### src/rtl/suffix_automaton_builder_core_defines.svh
// Assertion helpers used by the RTL datapath.
`ifndef SUFFIX_AUTOMATON_BUILDER_CORE_DEFINES_SVH
`define SUFFIX_AUTOMATON_BUILDER_CORE_DEFINES_SVH

// Same-cycle implication.
`define SAB_ASSERT_SAME(name, clk, rst, ante, cons, msg) \
  name: assert property (@(posedge clk) disable iff (rst) (ante) |-> (cons)) else $error(msg);

// Next-cycle implication.
`define SAB_ASSERT_NEXT(name, clk, rst, ante, cons, msg) \
  name: assert property (@(posedge clk) disable iff (rst) (ante) |=> (cons)) else $error(msg);

`endif

### src/rtl/sab_pkg.sv
package sab_pkg;

  localparam int MAX_STATES  = 8192;
  localparam int ALPHABET    = 26;
  localparam int SW          = 13;
  localparam int CW          = 5;
  localparam int GW          = 3;
  localparam int TABLE_DEPTH = MAX_STATES * ALPHABET;
  localparam int AW          = $clog2(TABLE_DEPTH);
  localparam int IW          = $clog2(ALPHABET);
  localparam int ROOM_LIMIT  = MAX_STATES - 3;

  typedef struct packed {
    logic [GW-1:0] gen;
    logic [SW-1:0] val;
  } nt_entry_t;

  // controller states, also the datapath micro-op
  localparam logic [4:0] S_IDLE  = 5'd0;
  localparam logic [4:0] S_GEN   = 5'd1;
  localparam logic [4:0] S_CLR   = 5'd2;
  localparam logic [4:0] S_ROOT  = 5'd3;
  localparam logic [4:0] S_CHECK = 5'd4;
  localparam logic [4:0] S_NEW   = 5'd5;
  localparam logic [4:0] S_NEWW  = 5'd6;
  localparam logic [4:0] S_W1    = 5'd7;
  localparam logic [4:0] S_W2    = 5'd8;
  localparam logic [4:0] S_W3    = 5'd9;
  localparam logic [4:0] S_C1    = 5'd10;
  localparam logic [4:0] S_C2    = 5'd11;
  localparam logic [4:0] S_C3    = 5'd12;
  localparam logic [4:0] S_CP1   = 5'd13;
  localparam logic [4:0] S_CP2   = 5'd14;
  localparam logic [4:0] S_R1    = 5'd15;
  localparam logic [4:0] S_R2    = 5'd16;
  localparam logic [4:0] S_DONE  = 5'd17;

  typedef logic [4:0] op_t;

  typedef struct packed {
    logic restart;
    logic gen_max;
    logic clr_last;
    logic sym_ok;
    logic hit;
    logic link_zero;
    logic len_match;
    logic copy_last;
    logic eq_q;
    logic out_free;
  } status_t;

  function automatic logic [AW-1:0] slot(input logic [SW-1:0] s, input logic [IW-1:0] c);
    slot = AW'(s) * AW'(ALPHABET) + AW'(c);
  endfunction

endpackage

### src/rtl/sab_ctrl.sv
module sab_ctrl (
  input  logic              clk,
  input  logic              rst,
  input  logic              in_fire,
  input  sab_pkg::status_t  status,
  output logic              in_ready,
  output sab_pkg::op_t      op
);

  logic [4:0] state;
  logic [4:0] state_next;
  logic       pending;

  assign op       = state;
  assign in_ready = (state == sab_pkg::S_IDLE);

  always_comb begin
    state_next = state;
    unique case (state)
      sab_pkg::S_IDLE: begin
        if (in_fire) state_next = status.restart ? sab_pkg::S_GEN : sab_pkg::S_CHECK;
      end
      sab_pkg::S_GEN:   state_next = status.gen_max ? sab_pkg::S_CLR : sab_pkg::S_ROOT;
      sab_pkg::S_CLR:   if (status.clr_last) state_next = sab_pkg::S_ROOT;
      sab_pkg::S_ROOT:  state_next = pending ? sab_pkg::S_CHECK : sab_pkg::S_IDLE;
      sab_pkg::S_CHECK: state_next = status.sym_ok ? sab_pkg::S_NEW : sab_pkg::S_DONE;
      sab_pkg::S_NEW:   state_next = sab_pkg::S_NEWW;
      sab_pkg::S_NEWW:  state_next = sab_pkg::S_W1;
      sab_pkg::S_W1:    state_next = sab_pkg::S_W2;
      sab_pkg::S_W2: begin
        if (status.hit) state_next = sab_pkg::S_W3;
        else if (status.link_zero) state_next = sab_pkg::S_DONE;
        else state_next = sab_pkg::S_W1;
      end
      sab_pkg::S_W3:    state_next = status.len_match ? sab_pkg::S_DONE : sab_pkg::S_C1;
      sab_pkg::S_C1:    state_next = sab_pkg::S_C2;
      sab_pkg::S_C2:    state_next = sab_pkg::S_C3;
      sab_pkg::S_C3:    state_next = sab_pkg::S_CP1;
      sab_pkg::S_CP1:   state_next = sab_pkg::S_CP2;
      sab_pkg::S_CP2:   state_next = status.copy_last ? sab_pkg::S_R1 : sab_pkg::S_CP1;
      sab_pkg::S_R1:    state_next = sab_pkg::S_R2;
      sab_pkg::S_R2: begin
        state_next = (status.eq_q && !status.link_zero) ? sab_pkg::S_R1 : sab_pkg::S_DONE;
      end
      sab_pkg::S_DONE:  if (status.out_free) state_next = sab_pkg::S_IDLE;
      default:          state_next = sab_pkg::S_IDLE;
    endcase
  end

  always_ff @(posedge clk) begin
    if (rst) begin
      state   <= sab_pkg::S_CLR;
      pending <= 1'b0;
    end else begin
      state <= state_next;
      if (in_fire) pending <= 1'b1;
      else if (state == sab_pkg::S_DONE) pending <= 1'b0;
    end
  end

endmodule

### config.mk
export PLATFORM = sky130hd
export DESIGN_NAME = sab_ctrl
export DESIGN_NICKNAME = d
export VERILOG_FILES = /design/src/rtl/suffix_automaton_builder_core_defines.svh /design/src/rtl/sab_pkg.sv /design/src/rtl/sab_ctrl.sv
export SDC_FILE = /design/constraint.sdc
export NUM_CORES = 1
export LEC_CHECK = 0
export BUFFER_PORTS_ARGS = -buffer_cell sky130_fd_sc_hd__buf_2
export CAP_MARGIN = 0
export CORE_AREA = 2 2 39 41
export CTS_BUF_LIST = sky130_fd_sc_hd__clkbuf_2
export CTS_CLUSTER_DIAMETER = 40
export DETAILED_ROUTE_END_ITERATION = 10
export DIE_AREA = 0 0 41 43
export GPL_TIMING_DRIVEN = 0
export PLACE_DENSITY_LB_ADDON = 0.08
export SYNTH_ARGS = -nofsm -noshare
export SYNTH_HDL_FRONTEND = slang
export SYNTH_SLANG_ARGS = --single-unit
### constraint.sdc
create_clock -name clk -period 2.7 [get_ports clk]
set_input_delay 0.405 -clock clk [delete_from_list [all_inputs] [get_ports clk]]
set_output_delay 0.405 -clock clk [all_outputs]
set_load 0.02 [all_outputs]
* Yosys cells after proc, flatten, opt, wreduce, memory -nomap -nowiden
Cells that the tools add are included.
Storage, ports and cells: flip-flop bits (word level) 6, bits in latches 0, bits in writable memories 0, memory bits (read-only) 0, bits of input ports 13, output and inout bits 6, word-level logic and storage cells 42, memories kept 0
Operators by class: add/sub/neg operators 0, multipliers 0, divide/modulo/power cells 0, order comparisons 0, equality and inequality tests 20, shift-type cells 0, mux-type cells 15, bitwise logic cells 0, reduce and logical (&&, ||, !) cells 5
Operator list (count):
- one-hot mux 5 bit (18 select lines) | 1
- == test 5 x 4 -> 1 bit (second input constant) | 8
- 2-to-1 mux 5 bit | 8
- == test 5 x 3 -> 1 bit (second input constant) | 4
- == test 5 x 2 -> 1 bit (second input constant) | 2
- == test 5 bit (second input constant) | 2
- 2-to-1 mux 3 bit | 2
- != test 2 bit (second input constant) | 3
- == test 5 x 1 -> 1 bit (second input constant) | 1
- zero test 5 bit | 1
- 2-to-1 mux 1 bit | 3
- AND reduction 3 bit | 1
- 2-to-1 mux 2 bit | 1
- nonzero test 2 bit | 1
- logical AND 1 bit | 1
- zero test 1 bit | 1

* Longest topological paths before layout
Gate-level depths: netlist of the first run.
depth after elaboration 4, mapped depth 6, gate-level depth less buffers 4

* Worst setup path after synthesis of the first run
No wires, ideal clock.
kind register to output, from reg state[3], in the netlist op[3], to out in_ready, arrival time 1.490 ns, data required time 2.295 ns, setup slack 0.805 ns, cell stages (with the launch flop) 5, buffers on the path 2, path through dfxtp_1 > buf_6 > or3_1 > clkbuf_1 > nor3_1
Between the ends: longest elaborated chain between the ends 1
RTL lines:
- from (decl) | RTL line sab_ctrl.sv:10 | logic [4:0] state;
- from (signal assigned) | RTL line sab_ctrl.sv:52 | state <= sab_pkg::S_CLR;
- from (signal assigned) | RTL line sab_ctrl.sv:55 | state <= state_next;
- zero test 5 bit | RTL line sab_ctrl.sv:15 | assign in_ready = (state == sab_pkg::S_IDLE);
- to (decl) | RTL line sab_ctrl.sv:6 | output logic in_ready,
Every way passes these cells.

* Worst setup path in the final report of the first run
from reg state[1], in the netlist op[1], to out in_ready
The elaborated chain is that of the path after synthesis.

==> flow_summary_export.csv, run 1 <==
group,metric,value,unit
yosys,syn_area_per_cell,7.01,sq um
detailed_routing,drtPass1Iterations,4,
die,dieArea,1760,sq um
placement,port_buffers,18,
hold_path,min_path_type,"in2reg",
sta,finClkSkew,0.00121,ns
pwr,ir_drop,0.000336,V
detailed_routing,drc_errors,0,
clock_tree,clkTransAtPathRegs,0.06,ns
final_layout,fin_util,52.6,%
clock_tree,postCtsSetupRepairBufs,0,
final_layout,drive_gt1_share,25.2,%
clock_tree,cts_sinks,6,
sta,setup_viol,0,
global_route,antenna_found_initial,0,
final_layout,syn2layout_area_growth,20.7,%
yosys,synth_area_leaders,"dfxtp_1 (20%), nor2_1 (4.4%), a21oi_1 (4.1%), nand2b_1 (4.1%), nor3_1 (4.1%)",
sta,worst_pin_slew,0.503,ns
setup_path,crit_chain,"clkbuf_1 -> or3_1 -> clkbuf_1 -> nor3_1 -> buf_2",
final_layout,final_nets,122,
flow_run,cap_viol_max_count,0,
yosys,syn_inst,86,
clock_tree,cts_tree,"yes",
yosys,syn_area,603,sq um
detailed_routing,wl,1.68,mm
die,core-area,1380,sq um
yosys,synth_enable_flop_cells,0,
setup_path,ff2ff_path_depth,6,
sta,hold_viol,0,
sta,max_freq,0.503,GHz
yosys,ys.warnings.count,0,
clock_tree,htreeDepth,1,
setup_path,reg2reg_to,"op[1]",
yosys,synth_flop_cell,"dfxtp_1",
final_layout,nFillCells,148,
hold_path,hp-start,"in_fire",
detailed_routing,drt_iter0_markers,39,
clock_tree,cts_hold_buf,0,
clock_tree,cts_resized,0,
setup_path,required,2.30,ns
die,die_w,41,um
yosys,synth_fp_nets,99,
detailed_routing,vias,739,
setup_path,worstSetupPathType,"reg2out",
setup_path,crit_top_cell,"clkbuf_1",
yosys,yosysTopAreaCell,"dfxtp_1",
sta,finalCritPeriodShare,73.6,%
global_route,grt_usage,21.7,%
die,ioPinCount,19,
sta,relSlewSlack,65.6,%
clock_tree,cts_max_path_buffers,2,
detailed_routing,viasPerCell,6.01,
die,start_util,43.6,%
setup_path,crit_path_max_incr_delay,0.34,ns
setup_path,worstPathArrival,1.58,ns
global_route,grt_max_degree,11,
die,die_h,43,um
sta,rsz0062_at_grt,"no",
sta,maxSlewViolCount,0,
setup_path,cp-start-kind,"flip-flop",
clock_tree,clock_latency,0.22,ns
final_layout,antennaDiodeCount,0,
die,row_count,14,
hold_path,hold_depth,3,
outcome,status,"completed",
global_route,grt_overflow,0,
yosys,yosysSeqAreaShare,19.9,%
setup_path,ff2ff_setup_slack,0.80,ns
pwr,p_leak,0.294,nW
placement,dp_hpwl,1.26,mm
yosys,synth_top_cell_area_share,19.9,%
hold_path,holdPathEnd,"pending",
global_route,grt_pass1_vias,637,
sta,fin_crit,1.99,ns
detailed_routing,ant_nets,0,
setup_path,critPathBufInv,3,
sta,fin_setup_tns,0,ns
detailed_routing,wl_per_cell,13.6,um
setup_path,crit_path_max_fanout,10,
yosys,synthDistinctLibCells,33,
setup_path,reg2reg_from,"op[1]",
clock_tree,cts_buffers,3,
clock_tree,cts.root.buffer_cell,"clkbuf_2",
yosys,async_flop_share,0,%
yosys,ys_ff_latch,6,
global_route,grt_pass1_wl,2.66,mm
setup_path,slowest_stage,"or3_1",
pwr,p_per_area,846,nW/um^2
setup_path,end_kind,"output pin",
yosys,synth_top_cells_by_count,"nor2_1 (7), clkbuf_1 (6), dfxtp_1 (6)",
setup_path,cp_top_family,"buffers and inverters",
yosys,post-synth-top-count-cell,"nor2_1",
placement,place.gp.congestion,0.847,
final cells by class:
| class | count | area (sq um) | area share, % |
|---|---|---|---|
| multi-input cells | 65 | 415 | 57.0 |
| repair buffers | 18 | 90.1 | 12.4 |
| flip-flops and latches | 6 | 120 | 16.5 |
| well taps | 16 | 20.0 | 2.75 |
| plain buffers | 10 | 48.8 | 6.70 |
| clock buffers | 3 | 15.0 | 2.06 |
| inverters | 5 | 18.8 | 2.58 |
tightest hold or removal path, stage by stage:
cell,delay (ns)
buf_2,0.09
a21oi_1,0.04
nor2_1,0.07
sequential cells by signal, indices dropped and copies added (netlist names):
| signal | cells |
|---|---|
| pending | 1 |
| op | 5 |
cells by family (layout without fill, tap and decap cells):
kind of cell    count (synthesis)  count (layout)  synth area share [%]
compound gates                 27              27                  31.5
xor+xnor                        1               1                  1.45
buf+inv                        15              36                  11.2
flops                           6               6                  19.9
simple gates                   37              37                  35.9
cell usage in the layout, fill, tap and decap left out, types with 2 or more instances in the layout:
master and instances:
buf_2 21, nor2_1 7, clkbuf_1 6, dfxtp_1 6
nor3_1 5, inv_1 5, o21ai_0 5, a21oi_1 5
nor4_1 4, nand2b_1 4, or3_1 3, a31oi_1 3
nand3_1 3, clkbuf_2 3, or4_1 2, o21ai_1 2
or3b_1 2, a221oi_1 2, nand2_1 2, nor3b_1 2
a21o_1 2
metrics by stage:
step           total power, mW  cells  setup WS (ns)  hold slack [ns]  instance area (sq um)
6_report                 0.616    123          0.712            0.424                    728
5_1_grt                  0.671    123          0.580            0.434                    728
4_1_cts                  0.617    123          0.696            0.416                    728
3_5_place_dp             0.553    120          0.822            0.490                    713
3_3_place_gp             0.547    120          0.845            0.487                    713
2_1_floorplan            0.448     86          0.805            0.451                    603
power by group:
group          internal, mW  switching, mW  leakage [nW]
Sequential            0.111         0.0145        0.0493
Combinational         0.166          0.263         0.232
Clock                0.0301         0.0311        0.0125
Total                 0.308          0.308         0.294
layer usage:
layer,part of all wire [%],track usage (%),up-vias
li1,-,-,369
met1,45,30.5,342
met2,48,34.1,28
met5,0,0,-
met3,6.6,6.28,0
met4,0,0,0
worst max-delay path by stage:
stage          slack, ns  start        to  depth (start not counted)
2_1_floorplan       0.80  op[3]  in_ready                          4
3_3_place_gp        0.85  op[1]     op[1]                          6
3_5_place_dp        0.82  op[1]     op[1]                          6
4_1_cts             0.70  op[1]  in_ready                          5
5_1_grt             0.58  op[1]     op[1]                          6
6_report            0.71  op[1]  in_ready                          5
No activity file was read; power rests on OpenSTA's default activity.
==> run 2: changes to the inputs <==
Clock period 2.7 ns to 1.9 ns, I/O delays scaled along.
==> flow_summary_export.csv, run 2 (synthesis gave the netlist of run 1 again) <==
group,metric,value,unit
outcome,status,"completed",
clock_tree,cts.root.buffer_cell,"clkbuf_2",
sta,relSlewSlack,69.3,%
global_route,grt_usage,21.7,%
final_layout,layout_commonest_cell,"buf_2",
hold_path,min_path_type,"in2reg",
placement,place.gp.congestion,0.847,
final_layout,nFillCells,151,
sta,fin_setup_tns,0,ns
die,die_h,43,um
detailed_routing,drc_errors,0,
setup_path,crit_path_max_fanout,10,
pwr,ir_drop,0.000477,V
sta,finalCritPeriodShare,93.8,%
die,dieArea,1760,sq um
clock_tree,cts_tree,"yes",
pwr,p_leak,0.292,nW
final_layout,multi_input_area,423,sq um
final_layout,antennaDiodeCount,0,
detailed_routing,wl_per_cell,14.0,um
global_route,grt_pass1_vias,637,
setup_path,cp-start-kind,"flip-flop",
sta,setup_viol,0,
die,core-area,1380,sq um
final_layout,layout_common_cells,"buf_2 (21), nor2_1 (7), dfxtp_1 (6)",
clock_tree,htreeDepth,1,
sta,worst_hold_slack,0.306,ns
placement,dp_cells,120,
clock_tree,cts_buffers,3,
final_layout,stdcell_area,728,sq um
global_route,antenna_found_initial,0,
detailed_routing,wl,1.70,mm
placement,placed_area,713,sq um
final_layout,drive_gt1_share,26.7,%
final_layout,syn2layout_area_growth,20.7,%
sta,fin_crit,1.78,ns
die,row_count,14,
die,ioPinCount,19,
final_layout,instances_no_fill,121,
global_route,grt_pass1_wl,2.66,mm
sta,fin_ws,0.117,ns
detailed_routing,viasPerCell,6.02,
clock_tree,cts_sinks,6,
detailed_routing,drt_iter0_markers,27,
placement,port_buffers,18,
flow_run,cap_viol_max_count,0,
clock_tree,clock_latency,0.22,ns
detailed_routing,drtPass1Iterations,4,
global_route,grt_overflow,0,
clock_tree,clkTransAtPathRegs,0.06,ns
die,start_util,43.6,%
detailed_routing,vias,729,
sta,hold_viol,0,
sta,maxSlewViolCount,0,
die,die_w,41,um
clock_tree,cts_max_path_buffers,2,
pwr,p_per_area,1200,nW/um^2
placement,dp_hpwl,1.26,mm
clock_tree,cts_hold_buf,0,
setup_path,worstSetupPathType,"reg2reg",
final_layout,largest_register_ffs,5,
final_layout,final_nets,120,
sta,max_freq,0.561,GHz
final_layout,area.sequential,120,sq um
sta,finClkSkew,0.000187,ns
setup_path,end_kind,"flip-flop",
sta,worst_pin_slew,0.461,ns
detailed_routing,ant_nets,0,
setup_path,required,2.02,ns
final_layout,fin_util,52.6,%
setup_path,worstPathArrival,1.90,ns
placement,post-place-ws,0.0219,ns
pwr,power,876,uW
global_route,grt_max_degree,11,
## run 2: cell types whose count changed in the layout (fill, tap and decap cells not counted)
| cell | previous run | this run |
|---|---|---|
| clkbuf_1 | 6 | 4 |
| nor4_2 | 0 | 1 |
| a2111oi_0 | 1 | 0 |
| nor4_1 | 4 | 3 |
| a2111oi_1 | 0 | 1 |
## run 2: power breakdown
part / switching [mW] / internal, mW
logic: 0.352 / 0.233
registers: 0.0457 / 0.158
clock network: 0.0444 / 0.0427
## run 2: routing by layer
metal  global-route usage [%]  wire length, um
met1                     30.5              758
met2                     34.1              796
met3                     6.28              144
met4                        0                0
met5                        0                0
## run 2: path summary, 6_finish.rpt
path	from	end	slack (ns)	cells past startpoint
setup reg to reg	op[2]	op[0]	0.12	6
hold reg to reg	pending	pending	0.50	2
hold / removal	in_fire	pending	0.31	3
setup / recovery	op[2]	op[0]	0.12	6
## run 2: worst max-delay path, cell delays in order, from the launching register on
cell and delay (ns):
dfxtp_1 0.34, clkbuf_1 0.35, buf_2 0.31, nor4_1 0.09, o21ai_1 0.18, o41ai_2 0.14
o31ai_1 0.28
## run 2: layout make-up
cell class	instances	area share, %
Buffer	8	5.67
Clock buffer	3	2.06
Inverter	5	2.58
Multi-Input combinational cell	65	58.1
Sequential cell	6	16.5
Tap cell	16	2.75
Timing Repair Buffer	18	12.4
## run 2: timing repair
item / in CTS / in global routing
setup buffers: 0 / 0
hold endpoints to repair: 0 / 0
gates resized for setup: 0 / 2
endpoints found under the setup margin: 0 / 2
==> run 3: changes to the inputs <==
Settings changed: CORE_AREA 2 2 39 41 to unset, CORE_MARGIN set to 1.5, CORE_UTILIZATION set to 35, DIE_AREA 0 0 41 43 to unset.
==> flow_summary_export.csv, run 3 (synthesis gave the netlist of run 1 again) <==
group,metric,value,unit
sta,fin_ws,0.0794,ns
clock_tree,cts_hold_buf,0,
clock_tree,cts_sinks,6,
final_layout,layout_commonest_cell,"buf_2",
global_route,grt_usage,18.8,%
final_layout,instances_no_fill,121,
detailed_routing,drt_iter0_markers,27,
detailed_routing,drc_errors,2,
global_route,grt_pass1_vias,595,
clock_tree,cts_max_path_buffers,2,
setup_path,required,1.62,ns
clock_tree,htreeDepth,1,
die,start_util,38.7,%
setup_path,cp-start-kind,"flip-flop",
final_layout,nFillCells,168,
sta,finClkSkew,0.00741,ns
die,core-area,1560,sq um
global_route,gr-usage-met1,26.3,%
clock_tree,cts_buffers,3,
die,row_count,14,
placement,dp_hpwl,1.34,mm
final_layout,layout_common_cells,"buf_2 (21), nor2_1 (7), dfxtp_1 (6)",
pwr,ir_drop,0.000417,V
detailed_routing,drtPass1Iterations,7,
sta,rsz0062_at_grt,"no",
final_layout,final_nets,120,
placement,port_buffers,18,
global_route,grt_pass1_wl,2.74,mm
global_route,grt_overflow,0,
clock_tree,cts.root.buffer_cell,"clkbuf_2",
die,die_w,44.5,um
final_layout,stdcell_area,727,sq um
final_layout,antennaDiodeCount,0,
placement,placed_area,713,sq um
setup_path,worstPathArrival,1.54,ns
die,die_h,44.5,um
clock_tree,clkTransAtPathRegs,0.06,ns
sta,max_freq,0.549,GHz
sta,setup_viol,0,
sta,finalCritPeriodShare,95.8,%
final_layout,largest_register_ffs,5,
placement,place.gp.congestion,0.847,
outcome,status,"finished, violations left",
die,dieArea,1980,sq um
global_route,grt_max_degree,13,
detailed_routing,wl,1.79,mm
sta,maxSlewViolCount,0,
detailed_routing,ant_nets,0,
detailed_routing,vias,737,
setup_path,crit_path_max_fanout,8,
sta,worst_hold_slack,0.304,ns
placement,dp_cells,120,
global_route,met2_usage,29.0,%
global_route,top_usage_layer,"met2",
global_route,antenna_found_initial,0,
die,ioPinCount,19,
hold_path,min_path_type,"in2reg",
placement,post-place-ws,0.124,ns
sta,fin_setup_tns,0,ns
sta,hold_viol,0,
setup_path,end_kind,"output pin",
pwr,p_leak,0.292,nW
sta,worst_pin_slew,0.475,ns
setup_path,worstSetupPathType,"reg2out",
global_route,grt_util_met3,4.90,%
detailed_routing,viasPerCell,6.09,
flow_run,cap_viol_max_count,0,
detailed_routing,wl_per_cell,14.8,um
clock_tree,clock_latency,0.22,ns
final_layout,syn2layout_area_growth,20.5,%
clock_tree,postCtsSetupRepairBufs,0,
clock_tree,cts_tree,"yes",
sta,fin_crit,1.82,ns
pwr,power,871,uW
pwr,p_per_area,1200,nW/um^2
sta,relSlewSlack,68.3,%
final_layout,drive_gt1_share,26.7,%
outcome,failed_checks,"design-rule violations",
final_layout,fin_util,46.6,%
## run 3: changes by cell type in the layout (fill, tap and decap cells not counted)
cell / delta
a2111oi_0: +1
a2111oi_1: -1
## run 3: layout make-up
type	count	area [sq um]	area share [%]
inverters	5	18.8	2.58
flip-flops and latches	6	120	16.5
plain buffers	8	41.3	5.68
clock buffers	3	15.0	2.07
multi-input cells	65	422	58.0
repair buffers	18	90.1	12.4
well taps	16	20.0	2.75
## run 3: report_power, final
group / internal (mW) / total [mW] / leakage [nW] / switching, mW
logic: 0.229 / 0.580 / 0.230 / 0.351
registers: 0.158 / 0.201 / 0.0493 / 0.0433
clock network: 0.0428 / 0.0893 / 0.0125 / 0.0465
## run 3: timing repair
action                     CTS  global route
resized for setup            0             1
setup endpoints to repair    1             2
hold endpoints to repair     0             0
## run 3: worst max-delay path, stage by stage (launching register included)
cell and delay, ns:
dfxtp_1 0.32, buf_6 0.13, or3_1 0.49, nor3_1 0.18, buf_2 0.19
## run 3: layer usage
layer	vias up	share of wire [%]	wire length (um)
met2	44	47	832
met3	0	8.5	152
met4	0	0	0
li1	366	-	-
met5	-	0	0
met1	327	45	804
## run 3: path summary, 6_finish.rpt
kind           start       end  slack [ns]  depth (start not counted)
max reg2reg    op[0]     op[1]        0.16                          5
min              rst     op[2]        0.30                          2
max            op[3]  in_ready        0.08                          4
min reg2reg  pending   pending        0.50                          2
